===== src/hw/rtl/agc_pkg.sv =====
`default_nettype none

package agc_pkg;

  // field and register widths
  localparam int SAMPLE_W = 16;
  localparam int TARGET_W = 23;
  localparam int RATE_W   = 17;
  localparam int GAIN_W   = 23;
  localparam int LEVEL_W  = 30;
  localparam int MAG_W    = 17;
  localparam int CFG_IDX_W = 2;

  // register indexes on the write port
  localparam logic [CFG_IDX_W-1:0] REG_TARGET = 2'd0;
  localparam logic [CFG_IDX_W-1:0] REG_ATTACK = 2'd1;
  localparam logic [CFG_IDX_W-1:0] REG_DECAY  = 2'd2;

  // register reset values
  localparam logic [TARGET_W-1:0] TARGET_RESET = 23'd2097152;
  localparam logic [RATE_W-1:0]   ATTACK_RESET = 17'd6554;
  localparam logic [RATE_W-1:0]   DECAY_RESET  = 17'd66;

  // q7.16 gain limits and unity
  localparam logic [GAIN_W-1:0] GAIN_ONE = 23'd65536;
  localparam logic [GAIN_W-1:0] GAIN_MIN = 23'd655;
  localparam logic [GAIN_W-1:0] GAIN_MAX = 23'd6553600;
  localparam logic [RATE_W-1:0] RATE_ONE = 17'd65536;

  // quotient is below 2^23 once the overflow pre-check passes
  localparam int DIV_STEPS = 23;
  localparam int CNT_W     = 5;

  typedef enum logic [3:0] {
    ST_IDLE,
    ST_MAG,
    ST_STEP,
    ST_EST,
    ST_DIV_INIT,
    ST_DIV,
    ST_GAIN,
    ST_OUT_MUL,
    ST_EMIT
  } state_t;

  typedef struct packed {
    logic capture;
    logic mag_mul;
    logic step_mul;
    logic est_upd;
    logic div_start;
    logic div_step;
    logic gain_max;
    logic gain_quot;
    logic out_mul;
    logic load_out;
  } agc_cmd_t;

  typedef struct packed {
    logic est_zero;
    logic div_ovf;
    logic div_last;
    logic out_free;
  } agc_stat_t;

endpackage

`default_nettype wire


===== src/hw/rtl/agc_ctrl.sv =====
`default_nettype none

module agc_ctrl (
  input  wire logic             clk,
  input  wire logic             rst,
  input  wire logic             in_valid,
  output logic                  in_ready,
  input  wire agc_pkg::agc_stat_t stat,
  output agc_pkg::agc_cmd_t     cmd
);

  agc_pkg::state_t state, state_next;

  always_ff @(posedge clk) begin
    if (rst) begin
      state <= agc_pkg::ST_IDLE;
    end else begin
      state <= state_next;
    end
  end

  always_comb begin
    state_next = state;
    unique case (state)
      agc_pkg::ST_IDLE:     if (in_valid) state_next = agc_pkg::ST_MAG;
      agc_pkg::ST_MAG:      state_next = agc_pkg::ST_STEP;
      agc_pkg::ST_STEP:     state_next = agc_pkg::ST_EST;
      agc_pkg::ST_EST:      state_next = agc_pkg::ST_DIV_INIT;
      agc_pkg::ST_DIV_INIT: begin
        priority if (stat.est_zero) state_next = agc_pkg::ST_OUT_MUL;
        else if (stat.div_ovf)      state_next = agc_pkg::ST_OUT_MUL;
        else                        state_next = agc_pkg::ST_DIV;
      end
      agc_pkg::ST_DIV:      if (stat.div_last) state_next = agc_pkg::ST_GAIN;
      agc_pkg::ST_GAIN:     state_next = agc_pkg::ST_OUT_MUL;
      agc_pkg::ST_OUT_MUL:  state_next = agc_pkg::ST_EMIT;
      agc_pkg::ST_EMIT:     if (stat.out_free) state_next = agc_pkg::ST_IDLE;
      default:              state_next = agc_pkg::ST_IDLE;
    endcase
  end

  always_comb begin
    cmd      = '0;
    in_ready = 1'b0;
    unique case (state)
      agc_pkg::ST_IDLE: begin
        in_ready    = 1'b1;
        cmd.capture = in_valid;
      end
      agc_pkg::ST_MAG:      cmd.mag_mul  = 1'b1;
      agc_pkg::ST_STEP:     cmd.step_mul = 1'b1;
      agc_pkg::ST_EST:      cmd.est_upd  = 1'b1;
      agc_pkg::ST_DIV_INIT: begin
        cmd.div_start = !stat.est_zero && !stat.div_ovf;
        cmd.gain_max  = !stat.est_zero && stat.div_ovf;
      end
      agc_pkg::ST_DIV:      cmd.div_step  = 1'b1;
      agc_pkg::ST_GAIN:     cmd.gain_quot = 1'b1;
      agc_pkg::ST_OUT_MUL:  cmd.out_mul   = 1'b1;
      agc_pkg::ST_EMIT:     cmd.load_out  = stat.out_free;
      default:              cmd = '0;
    endcase
  end

endmodule

`default_nettype wire


===== src/hw/rtl/agc_datapath.sv =====
`default_nettype none

module agc_datapath (
  input  wire logic                                clk,
  input  wire logic                                rst,
  input  wire logic                                cfg_we,
  input  wire logic [agc_pkg::CFG_IDX_W-1:0]       cfg_index,
  input  wire logic [agc_pkg::TARGET_W-1:0]        cfg_data,
  input  wire logic [agc_pkg::SAMPLE_W-1:0]        sample_in,
  input  wire agc_pkg::agc_cmd_t                   cmd,
  output agc_pkg::agc_stat_t                       stat,
  output logic                                     out_valid,
  input  wire logic                                out_ready,
  output logic [agc_pkg::SAMPLE_W-1:0]             sample_out,
  output logic [agc_pkg::GAIN_W-1:0]               gain_now
);

  localparam int PROD_W = agc_pkg::MAG_W + agc_pkg::GAIN_W;
  localparam int STEP_W = agc_pkg::RATE_W + agc_pkg::LEVEL_W;

  logic [agc_pkg::TARGET_W-1:0] target_level;
  logic [agc_pkg::RATE_W-1:0]   attack_rate;
  logic [agc_pkg::RATE_W-1:0]   decay_rate;

  logic [agc_pkg::SAMPLE_W-1:0] sample_r;
  logic [agc_pkg::GAIN_W-1:0]   gain;
  logic [agc_pkg::LEVEL_W-1:0]  level;
  logic [agc_pkg::LEVEL_W-1:0]  est;
  logic [STEP_W-1:0]            step_prod;
  logic                         up;
  logic [agc_pkg::LEVEL_W-1:0]  rem;
  logic [agc_pkg::DIV_STEPS-1:0] dvd;
  logic [agc_pkg::DIV_STEPS-1:0] quot;
  logic [agc_pkg::CNT_W-1:0]    cnt;
  logic [PROD_W-1:0]            out_prod;

  logic                         neg;
  logic [agc_pkg::MAG_W-1:0]    mag;
  logic [PROD_W-1:0]            mag_prod;
  logic                         rise;
  logic [agc_pkg::LEVEL_W-1:0]  diff;
  logic [agc_pkg::RATE_W-1:0]   rate_sel;
  logic [agc_pkg::RATE_W-1:0]   rate_clamped;
  logic [agc_pkg::LEVEL_W-1:0]  step;
  logic [agc_pkg::LEVEL_W+1:0]  trial;
  logic                         trial_ge;
  logic [agc_pkg::LEVEL_W-1:0]  target_hi;
  logic [PROD_W-17:0]           omag;
  logic [agc_pkg::SAMPLE_W-1:0] sat_out;

  // config registers
  always_ff @(posedge clk) begin
    if (rst) begin
      target_level <= agc_pkg::TARGET_RESET;
      attack_rate  <= agc_pkg::ATTACK_RESET;
      decay_rate   <= agc_pkg::DECAY_RESET;
    end else if (cfg_we) begin
      unique case (cfg_index)
        agc_pkg::REG_TARGET: target_level <= cfg_data;
        agc_pkg::REG_ATTACK: attack_rate  <= cfg_data[agc_pkg::RATE_W-1:0];
        agc_pkg::REG_DECAY:  decay_rate   <= cfg_data[agc_pkg::RATE_W-1:0];
        default: ;
      endcase
    end
  end

  // sample magnitude, shared by the level and output multiplies
  assign neg = sample_r[agc_pkg::SAMPLE_W-1];
  assign mag = neg ? (agc_pkg::RATE_ONE - {1'b0, sample_r}) : {1'b0, sample_r};
  assign mag_prod = PROD_W'(mag) * PROD_W'(gain);

  // tracking step
  assign rise     = level > est;
  assign diff     = rise ? (level - est) : (est - level);
  assign rate_sel = rise ? attack_rate : decay_rate;
  assign rate_clamped = (rate_sel > agc_pkg::RATE_ONE) ? agc_pkg::RATE_ONE : rate_sel;
  assign step     = step_prod[agc_pkg::LEVEL_W+15:16];

  // restoring divider step
  assign trial    = {1'b0, rem, dvd[agc_pkg::DIV_STEPS-1]} - {2'b00, est};
  assign trial_ge = !trial[agc_pkg::LEVEL_W+1];
  assign target_hi = agc_pkg::LEVEL_W'(target_level[agc_pkg::TARGET_W-1:7]);

  assign stat.est_zero = (est == '0);
  assign stat.div_ovf  = (target_hi >= est);
  assign stat.div_last = (cnt == '0);
  assign stat.out_free = !out_valid || out_ready;

  always_ff @(posedge clk) begin
    if (cmd.capture) sample_r <= sample_in;
    if (cmd.mag_mul) level <= mag_prod[agc_pkg::LEVEL_W+7:8];
    if (cmd.step_mul) begin
      step_prod <= STEP_W'(rate_clamped) * STEP_W'(diff);
      up        <= rise;
    end
    if (cmd.div_start) begin
      rem  <= target_hi;
      dvd  <= {target_level[6:0], 16'd0};
      quot <= '0;
      cnt  <= agc_pkg::CNT_W'(agc_pkg::DIV_STEPS - 1);
    end else if (cmd.div_step) begin
      rem  <= trial_ge ? trial[agc_pkg::LEVEL_W-1:0]
                       : {rem[agc_pkg::LEVEL_W-2:0], dvd[agc_pkg::DIV_STEPS-1]};
      dvd  <= {dvd[agc_pkg::DIV_STEPS-2:0], 1'b0};
      quot <= {quot[agc_pkg::DIV_STEPS-2:0], trial_ge};
      cnt  <= cnt - agc_pkg::CNT_W'(1);
    end
    if (cmd.out_mul) out_prod <= mag_prod;
  end

  // loop state: estimate and gain
  always_ff @(posedge clk) begin
    if (rst) begin
      est  <= agc_pkg::LEVEL_W'(agc_pkg::TARGET_RESET);
      gain <= agc_pkg::GAIN_ONE;
    end else begin
      if (cmd.est_upd) est <= up ? (est + step) : (est - step);
      if (cmd.gain_max) begin
        gain <= agc_pkg::GAIN_MAX;
      end else if (cmd.gain_quot) begin
        priority if (quot < agc_pkg::GAIN_MIN) gain <= agc_pkg::GAIN_MIN;
        else if (quot > agc_pkg::GAIN_MAX)     gain <= agc_pkg::GAIN_MAX;
        else                                   gain <= quot;
      end
    end
  end

  // truncate toward zero and saturate
  assign omag = out_prod[PROD_W-1:16];
  always_comb begin
    if (neg) begin
      sat_out = (omag > 24'd32768) ? 16'h8000 : agc_pkg::SAMPLE_W'(-omag);
    end else begin
      sat_out = (omag > 24'd32767) ? 16'h7FFF : omag[agc_pkg::SAMPLE_W-1:0];
    end
  end

  always_ff @(posedge clk) begin
    if (rst) begin
      out_valid <= 1'b0;
    end else if (cmd.load_out) begin
      out_valid <= 1'b1;
    end else if (out_ready) begin
      out_valid <= 1'b0;
    end
  end

  always_ff @(posedge clk) begin
    if (cmd.load_out) begin
      sample_out <= sat_out;
      gain_now   <= gain;
    end
  end

endmodule

`default_nettype wire


===== src/hw/rtl/automatic_gain_control.sv =====
`default_nettype none

// channel   dir  handshake                 payload
// s_axis    in   s_axis_tvalid/tready      tdata[15:0] sample_in
// m_axis    out  m_axis_tvalid/tready      tdata[15:0] sample_out, [38:16] gain_now
// cfg       in   cfg_we                    cfg_index, cfg_data
//
// a result is loaded after three multiply stages, an estimate update, a divider set-up
// and a 23-step restoring divider (one quotient bit a cycle); a new input beat is
// taken only once the previous result is loaded; a zero estimate or a gain that
// saturates high skips the divider
// synchronous reset loads gain 1.0, the estimate from the target reset value
// and the register reset values; no clearing pass
// a finished result waits in the output register while the next beat is
// taken; the datapath stalls only when that register is still full

module automatic_gain_control (
  input  wire logic        clk,
  input  wire logic        rst,
  // input stream
  input  wire logic        s_axis_tvalid,
  output logic             s_axis_tready,
  input  wire logic [15:0] s_axis_tdata,   // [15:0] sample_in
  // output stream
  output logic             m_axis_tvalid,
  input  wire logic        m_axis_tready,
  output logic [39:0]      m_axis_tdata,   // [15:0] sample_out, [38:16] gain_now, [39] zero
  // register writes
  input  wire logic        cfg_we,
  input  wire logic [1:0]  cfg_index,
  input  wire logic [22:0] cfg_data
);

  agc_pkg::agc_cmd_t  cmd;
  agc_pkg::agc_stat_t stat;

  logic [agc_pkg::SAMPLE_W-1:0] sample_out;
  logic [agc_pkg::GAIN_W-1:0]   gain_now;

  // sequencer: walks one beat through multiply, track, divide, scale
  agc_ctrl u_ctrl (
    .clk      (clk),
    .rst      (rst),
    .in_valid (s_axis_tvalid),
    .in_ready (s_axis_tready),
    .stat     (stat),
    .cmd      (cmd)
  );

  // arithmetic, loop state, config registers and the output register
  agc_datapath u_dp (
    .clk        (clk),
    .rst        (rst),
    .cfg_we     (cfg_we),
    .cfg_index  (cfg_index),
    .cfg_data   (cfg_data),
    .sample_in  (s_axis_tdata),
    .cmd        (cmd),
    .stat       (stat),
    .out_valid  (m_axis_tvalid),
    .out_ready  (m_axis_tready),
    .sample_out (sample_out),
    .gain_now   (gain_now)
  );

  // pack fields lowest first, pad to whole bytes
  assign m_axis_tdata = {1'b0, gain_now, sample_out};

endmodule

`default_nettype wire

===== config.mk =====
export PLATFORM = sky130hd
export DESIGN_NAME = automatic_gain_control
export DESIGN_NICKNAME = d
export VERILOG_FILES = /design/src/hw/rtl/agc_pkg.sv /design/src/hw/rtl/agc_ctrl.sv /design/src/hw/rtl/agc_datapath.sv /design/src/hw/rtl/automatic_gain_control.sv
export SDC_FILE = /design/constraint.sdc
export NUM_CORES = 2
export LEC_CHECK = 0
export BUFFER_PORTS_ARGS = -buffer_cell sky130_fd_sc_hd__buf_2
export CAP_MARGIN = 40
export CORE_MARGIN = 2
export CORE_UTILIZATION = 60
export CTS_CLUSTER_DIAMETER = 120
export DETAILED_ROUTE_END_ITERATION = 8
export PLACE_DENSITY = 0.79
export SYNTH_ARGS = -nofsm -noshare
export SYNTH_HDL_FRONTEND = slang
export SYNTH_SLANG_ARGS = --single-unit
export TNS_END_PERCENT = 10

===== constraint.sdc =====
create_clock -name clk -period 23 [get_ports clk]
set_input_delay 0 -clock clk [delete_from_list [all_inputs] [get_ports clk]]
set_output_delay 0 -clock clk [all_outputs]
set_load 0.01 [all_outputs]

---- After elaboration in Yosys (flattened, before gate mapping) ----
Index checks and enable logic that the tools add are counted.
word-level totals
  word-level logic and storage cells ...... 105
  input port bits ......................... 46
  register bits after elaboration ......... 352
operators by class
  equal/unequal tests ..................... 13
  mux-type cells .......................... 36
  add/sub/neg operators ................... 8
  $lt $le $gt $ge ......................... 7
  multiply operators ...................... 2
  reduce and logical (&&, ||, !) cells .... 19
operator list
  cell                                                                            number
  23-bit 2-to-1 mux                                                               6
  30-bit 2-to-1 mux                                                               3
  30-bit subtractor                                                               3
  16-bit 2-to-1 mux                                                               5
  17-bit 2-to-1 mux                                                               3
  17-bit by 30-bit multiplier with 46-bit output                                  1
  17-bit by 23-bit multiplier with 40-bit output                                  1
  4-bit one-hot mux with 9 select lines                                           1
  31-bit by 30-bit subtractor with 32-bit output                                  1
  30-bit adder                                                                    1
  16-bit by 30-bit greater-or-equal comparator with 1-bit output                  1
  30-bit > comparator                                                             1
  30-bit logical NOT                                                              1
  24-bit by 15-bit > comparator with 1-bit output, second input constant          1
  24-bit by 16-bit > comparator with 1-bit output, second input constant          1
  23-bit > comparator, second input constant                                      1
  23-bit by 10-bit less-than comparator with 1-bit output, second input constant  1
  17-bit > comparator, second input constant                                      1
  17-bit by 16-bit subtractor with 17-bit output, first input constant            1
  4-bit by 3-bit equality test with 1-bit output, second input constant           4
  4-bit 2-to-1 mux                                                                4
  16-bit negator                                                                  1
  1-bit 2-to-1 mux                                                                13
  4-bit by 2-bit equality test with 1-bit output, second input constant           2
  18 further kinds                                                                27

---- Longest topological paths before layout ----
  depth in word-level cells ............... 5
  gate-level depth with buffers ........... 41
  gate-level depth less buffers ........... 38

---- Cells and area by module ----
From an unflattened synthesis, not the netlist that was laid out.
second synthesis, totals
  cells, all modules ...................... 5247
  area, all modules ....................... 46410.8 sq um
by module, submodules not included
  module                  cells each  instances  area each (sq um)
  agc_datapath            5203        1          46075.4
  agc_ctrl                42          1          324.1
  automatic_gain_control  2           1          11.3

---- Worst setup path after synthesis ----
No wires, ideal clock.
  path type ............................... register to register
  start point ............................. register u_dp.est[1] (netlist name)
  end point ............................... register u_dp.step_prod[37], data pin
  required time ........................... 22.742 ns
  clock period less this slack ............ 9.098 ns
  data arrival time ....................... 8.840 ns
  setup slack ............................. 13.902 ns
  cell stages (with the launch flop) ...... 36
  cell sequence ........................... dfxtp_1 -> inv_1 -> fa_1 -> a211oi_1 -> o21ai_0 -> nand3_1 -> a31oi_2 -> o21ai_4 -> buf_4 -> buf_2 -> buf_2 -> mux2i_1 -> xnor2_1 -> clkbuf_1 -> nand2_1 -> fa_1 -> fa_1 -> fa_1 -> inv_1 -> fa_1 -> fa_1 -> inv_1 -> fa_1 -> inv_1 -> ha_1 -> a211oi_1 -> o21ai_0 -> a31oi_1 -> nand3b_1 -> o31ai_1 -> o21ai_0 -> o21ai_0 -> nand2b_1 -> a31o_2 -> a21oi_1 -> xnor2_1
between the ends
  word-level cells in the longest chain between the ends .. 5
  elaborated cells between the ends (all ways) .. 8
  classes of those cells .................. add/sub (2); mul (1); order compare (2); mux (3)
ends and longest elaborated chain
  item                                              line                 source
  start, declared                                   agc_datapath.sv:28   logic [agc_pkg::LEVEL_W-1:0] est;
  start signal, assigned                            agc_datapath.sv:114  est <= agc_pkg::LEVEL_W'(agc_pkg::TARGET_RESET);
  start signal, assigned                            agc_datapath.sv:117  if (cmd.est_upd) est <= up ? (est + step) : (est - step);
  30-bit > comparator                               agc_datapath.sv:73   assign rise = level > est;
  17-bit 2-to-1 mux                                 agc_datapath.sv:75   assign rate_sel = rise ? attack_rate : decay_rate;
  17-bit > comparator                               agc_datapath.sv:76   assign rate_clamped = (rate_sel > agc_pkg::RATE_ONE) ? agc_pkg::RATE_ONE : rate_sel;
  17-bit 2-to-1 mux                                 agc_datapath.sv:76
  17-bit by 30-bit multiplier with 46-bit output *  agc_datapath.sv:93   step_prod <= STEP_W'(rate_clamped) * STEP_W'(diff);
  end signal, assigned                              agc_datapath.sv:93
  end, declared                                     agc_datapath.sv:29   logic [STEP_W-1:0] step_prod;
Mark *: on every way between the ends. The rest lies on a longest branch, timed or not.
A chain may end at the register's enable or synchronous reset.

---- Worst setup path after layout ----
  start point ............................. register u_dp.est[1] (netlist name)
  end point ............................... register u_dp.step_prod[45], data pin
The elaborated chain is that of the path after synthesis.

==> key figures <==
Run status
  – Status: completed

Detailed routing
  – Routed WL per cell: a little over 20 um
  – Antenna-violating nets left: 0
  – Iter 0 DRT Violations: roughly 3000
  – Vias/cell: ~5.9
  – DRC Markers: 0
  – Final wirelength: roughly 130 mm
  – Via Count: about 37000
  – DR pass1 iterations: 6

Yosys
  – Post-Syn Instances: 5230
  – Sequential area share after synthesis: 17.49%
  – Ys Warns: 0
  – Library cells used by synthesis: 86
  – Main synth FF type: edfxtp_1
  – Yosys reg bits: 320
  – EDFF count, synth: about 160
  – Mean post-synth cell area: between 8 and 9 um^2
  – Asr flop ratio synth: 0%
  – Synthesized area: around 46000 um^2

Min path
  – HP Start: s_axis_tdata[12]
  – Worst hold endpoint: u_dp.sample_r[12]$_DFFE_PP_
  – Hold depth: 2
  – Hold crit path type: input pin to register

Worst setup path
  – Maximum fanout along the worst path: 44
  – Worst Path Required: 23330 ps
  – Crit path launch type: register
  – Crit Path Class: register to register
  – CP Capture Type: register
  – Bufs and invs on worst path: 8
  – Worst EP arrival: between 10000 and 15000 ps
  – Delay of the slowest cell on the worst path: 630 ps
  – Reg-to-Reg Start: u_dp.est[1]$_SDFFE_PP0P_
  – Critical path depth: 36
  – Critical path's slowest cell: buf_4
  – CP dominant cell by count: fa_1
  – Reg2reg setup slack: 11270 ps
  – Worst Reg2Reg Path Length in Cells: 36
  – R2R Path End: u_dp.step_prod[45]$_DFFE_PP_
  – Crit-path leading delay family: compound AO/OA/AOI/OAI gates

STA
  – Min cycle time layout: about 12000 ps
  – Period utilization: about half
  – Final Skew: ~44 ps
  – RSZ-0062 raised after global routing: false
  – Final setup viols: 0
  – Post-Route Setup TNS: 0 ps
  – Final Slew Violations: 0
  – Worst slew pin tran: 965.3 ps
  – Final Hold Viols: 0
  – Fmax: roughly 0.085 GHz
  – Max transition margin: a little over a third

Global routing
  – Gr ovfl total: 0
  – Total GRT Usage: between 30% and 40%
  – First-pass GRT wire length: ~210 mm
  – Largest net degree at the start of global routing: 65
  – Vias in the first global route: between 30000 and 40000
  – Initial antenna violation count: 0

Place
  – GPL Wtd Cong: about 1
  – Input/output buffers: 86
  – Dpl cell area: about 48000 um^2
  – Hpwl dp: approximately 100 mm

Clocking
  – Clock Latency Late Sink: roughly 600 ps
  – CTS root buf: clkbuf_16
  – CTS tree: done
  – CTS Buffer Depth: 3
  – CTS Buf Count: 38
  – CTS HTree Levels: 2
  – Setup repair bufs after CTS: 0
  – Clock-pin slew on the worst setup and hold paths: about 60 ps
  – Number of clock sinks: 320

Floorplanning
  – Top Ports: between 80 and 90
  – Die H: approximately 280 um
  – Core ar.: between 70000 and 80000 um^2
  – Die footprint: 78810 um^2
  – Row count: approximately 100
  – DIE WIDTH: between 200 and 300 um
  – Initial Utilization: about 61%

Cells and area
  – Layout cells sized above 1: ~6.3%
  – NumNets Final: roughly 6500
  – N_diodes: 0
  – Final instance area: 49710 um^2
  – Area grow syn2layout: 8.180%
  – Most common cell after layout, fill and taps aside: inv_1
  – Most frequent cells in the layout: inv_1 (921), nand2_1 (902), fa_1 (732), ha_1 (365), nor2_1 (312)

Flow run
  – MaxCap Viol Count: 0
kinds of logic after synthesis:
kind of cell	count (synthesis)	synth area share (%)
other	2	0.01634
adder cells (fa/ha/maj)	1097	41.83
AND/OR/NAND/NOR	1698	16.40
multiplexers	66	1.457
buffers and inverters	1152	9.634
flip-flops	320	17.49
XOR/XNOR	188	3.600
AO/OA/AOI/OAI	707	9.569
worst register-to-register path: cells and delay by family, from the launching register on:
kind	cells	cell delay, ps
AO/OA/AOI/OAI	14	3850
adder cells (fa/ha/maj)	8	3720
AND/OR/NAND/NOR	5	1560
flip-flops	1	570
buffers and inverters	8	1640
XOR/XNOR	1	140
cell type report:
type,instances,area (um^2)
Clock buffer,48,998.5
Clock inverter,22,265.3
Fill cell,6140,26120
Inverter,922,3461
Multi-Input combinational cell,3780,33770
Sequential cell,320,8038
Tap cell,978,1224
Timing Repair Buffer,258,1956
synthesized netlist by cell type (8+ instances only):
library cell / count / area share, %
a21o_1: 79 / 1.3
nor2b_1: 67 / 0.91
buf_1: 21 / 0.17
mux2i_1: 62 / 1.4
o21bai_1: 25 / 0.41
and2_1: 105 / 1.4
nand3b_1: 18 / 0.29
nor4_1: 26 / 0.35
dfxtp_1: 157 / 6.8
xor2_1: 70 / 1.3
o21a_1: 34 / 0.56
and3_1: 11 / 0.15
nor3_1: 74 / 0.81
o31ai_1: 10 / 0.16
ha_1: 365 / 9.9
edfxtp_1: 163 / 11
nand2b_1: 34 / 0.46
clkbuf_1: 148 / 1.2
nand2_1: 902 / 7.4
nand4_1: 22 / 0.30
or2_2: 12 / 0.16
o21ai_0: 130 / 1.4
o21ai_1: 8 / 0.087
xnor2_1: 117 / 2.2
a22oi_1: 15 / 0.25
a211oi_1: 17 / 0.28
a31oi_1: 20 / 0.27
buf_2: 51 / 0.56
o211ai_1: 13 / 0.21
nand3_1: 43 / 0.47
inv_1: 921 / 7.5
a21oi_1: 263 / 2.9
or3_1: 31 / 0.42
o22ai_1: 15 / 0.20
a21boi_0: 9 / 0.15
fa_1: 732 / 32
nor2_1: 317 / 2.6
buf_4: 8 / 0.13
state kept, by name (all words and copies together), names as in the netlist, 17 cells and up:
| register | count |
|---|---|
| u_dp.est | 30 |
| u_dp.level | 30 |
| u_dp.rem | 30 |
| u_dp.step_prod | 30 |
| u_dp.out_prod | 24 |
| u_dp.gain | 23 |
| u_dp.gain_now | 23 |
| u_dp.quot | 23 |
| u_dp.target_level | 23 |
| u_dp.attack_rate | 17 |
| u_dp.decay_rate | 17 |
metal layers:
layer	routed length [um]	GRT usage [%]	vias to the layer above
met3	11330	6.376	521
met1	48490	41.84	18161
met2	59780	55.40	1720
li1	-	-	16617
met4	9887	21.13	0
met5	0	0	-
worst max-delay path by stage:
stage	from	end
2_1_floorplan	u_dp.est[1]$_SDFFE_PP0P_	u_dp.step_prod[37]$_DFFE_PP_
3_3_place_gp	u_dp.est[1]$_SDFFE_PP0P_	u_dp.step_prod[45]$_DFFE_PP_
3_5_place_dp	u_dp.est[1]$_SDFFE_PP0P_	u_dp.step_prod[45]$_DFFE_PP_
4_1_cts	u_dp.est[1]$_SDFFE_PP0P_	u_dp.step_prod[45]$_DFFE_PP_
5_1_grt	u_dp.est[1]$_SDFFE_PP0P_	u_dp.step_prod[45]$_DFFE_PP_
6_report	u_dp.est[1]$_SDFFE_PP0P_	u_dp.step_prod[45]$_DFFE_PP_
metrics by stage:
step / std cells / utilization, % / setup slack (ps) / hold slack, ps
global route: 6328 / 65.56 / 10590 / 106.9
global placement: 6190 / 62.91 / 11690 / 177.1
finish: 6328 / 65.56 / 11270 / 107.4
CTS: 6327 / 65.55 / 11400 / 94.18
floorplan: 5252 / - / 13900 / 98.87
detailed placement: 6207 / 63.22 / 11430 / 178.1
what timing repair did:
item | CTS | global route
gates resized for setup | 0 | 0
hold buffers | 50 | 0
hold endpoints to repair | 84 | 0
Power is not shown: default switching activity piles up to over one toggle a cycle in this logic, so the estimate is an artifact.
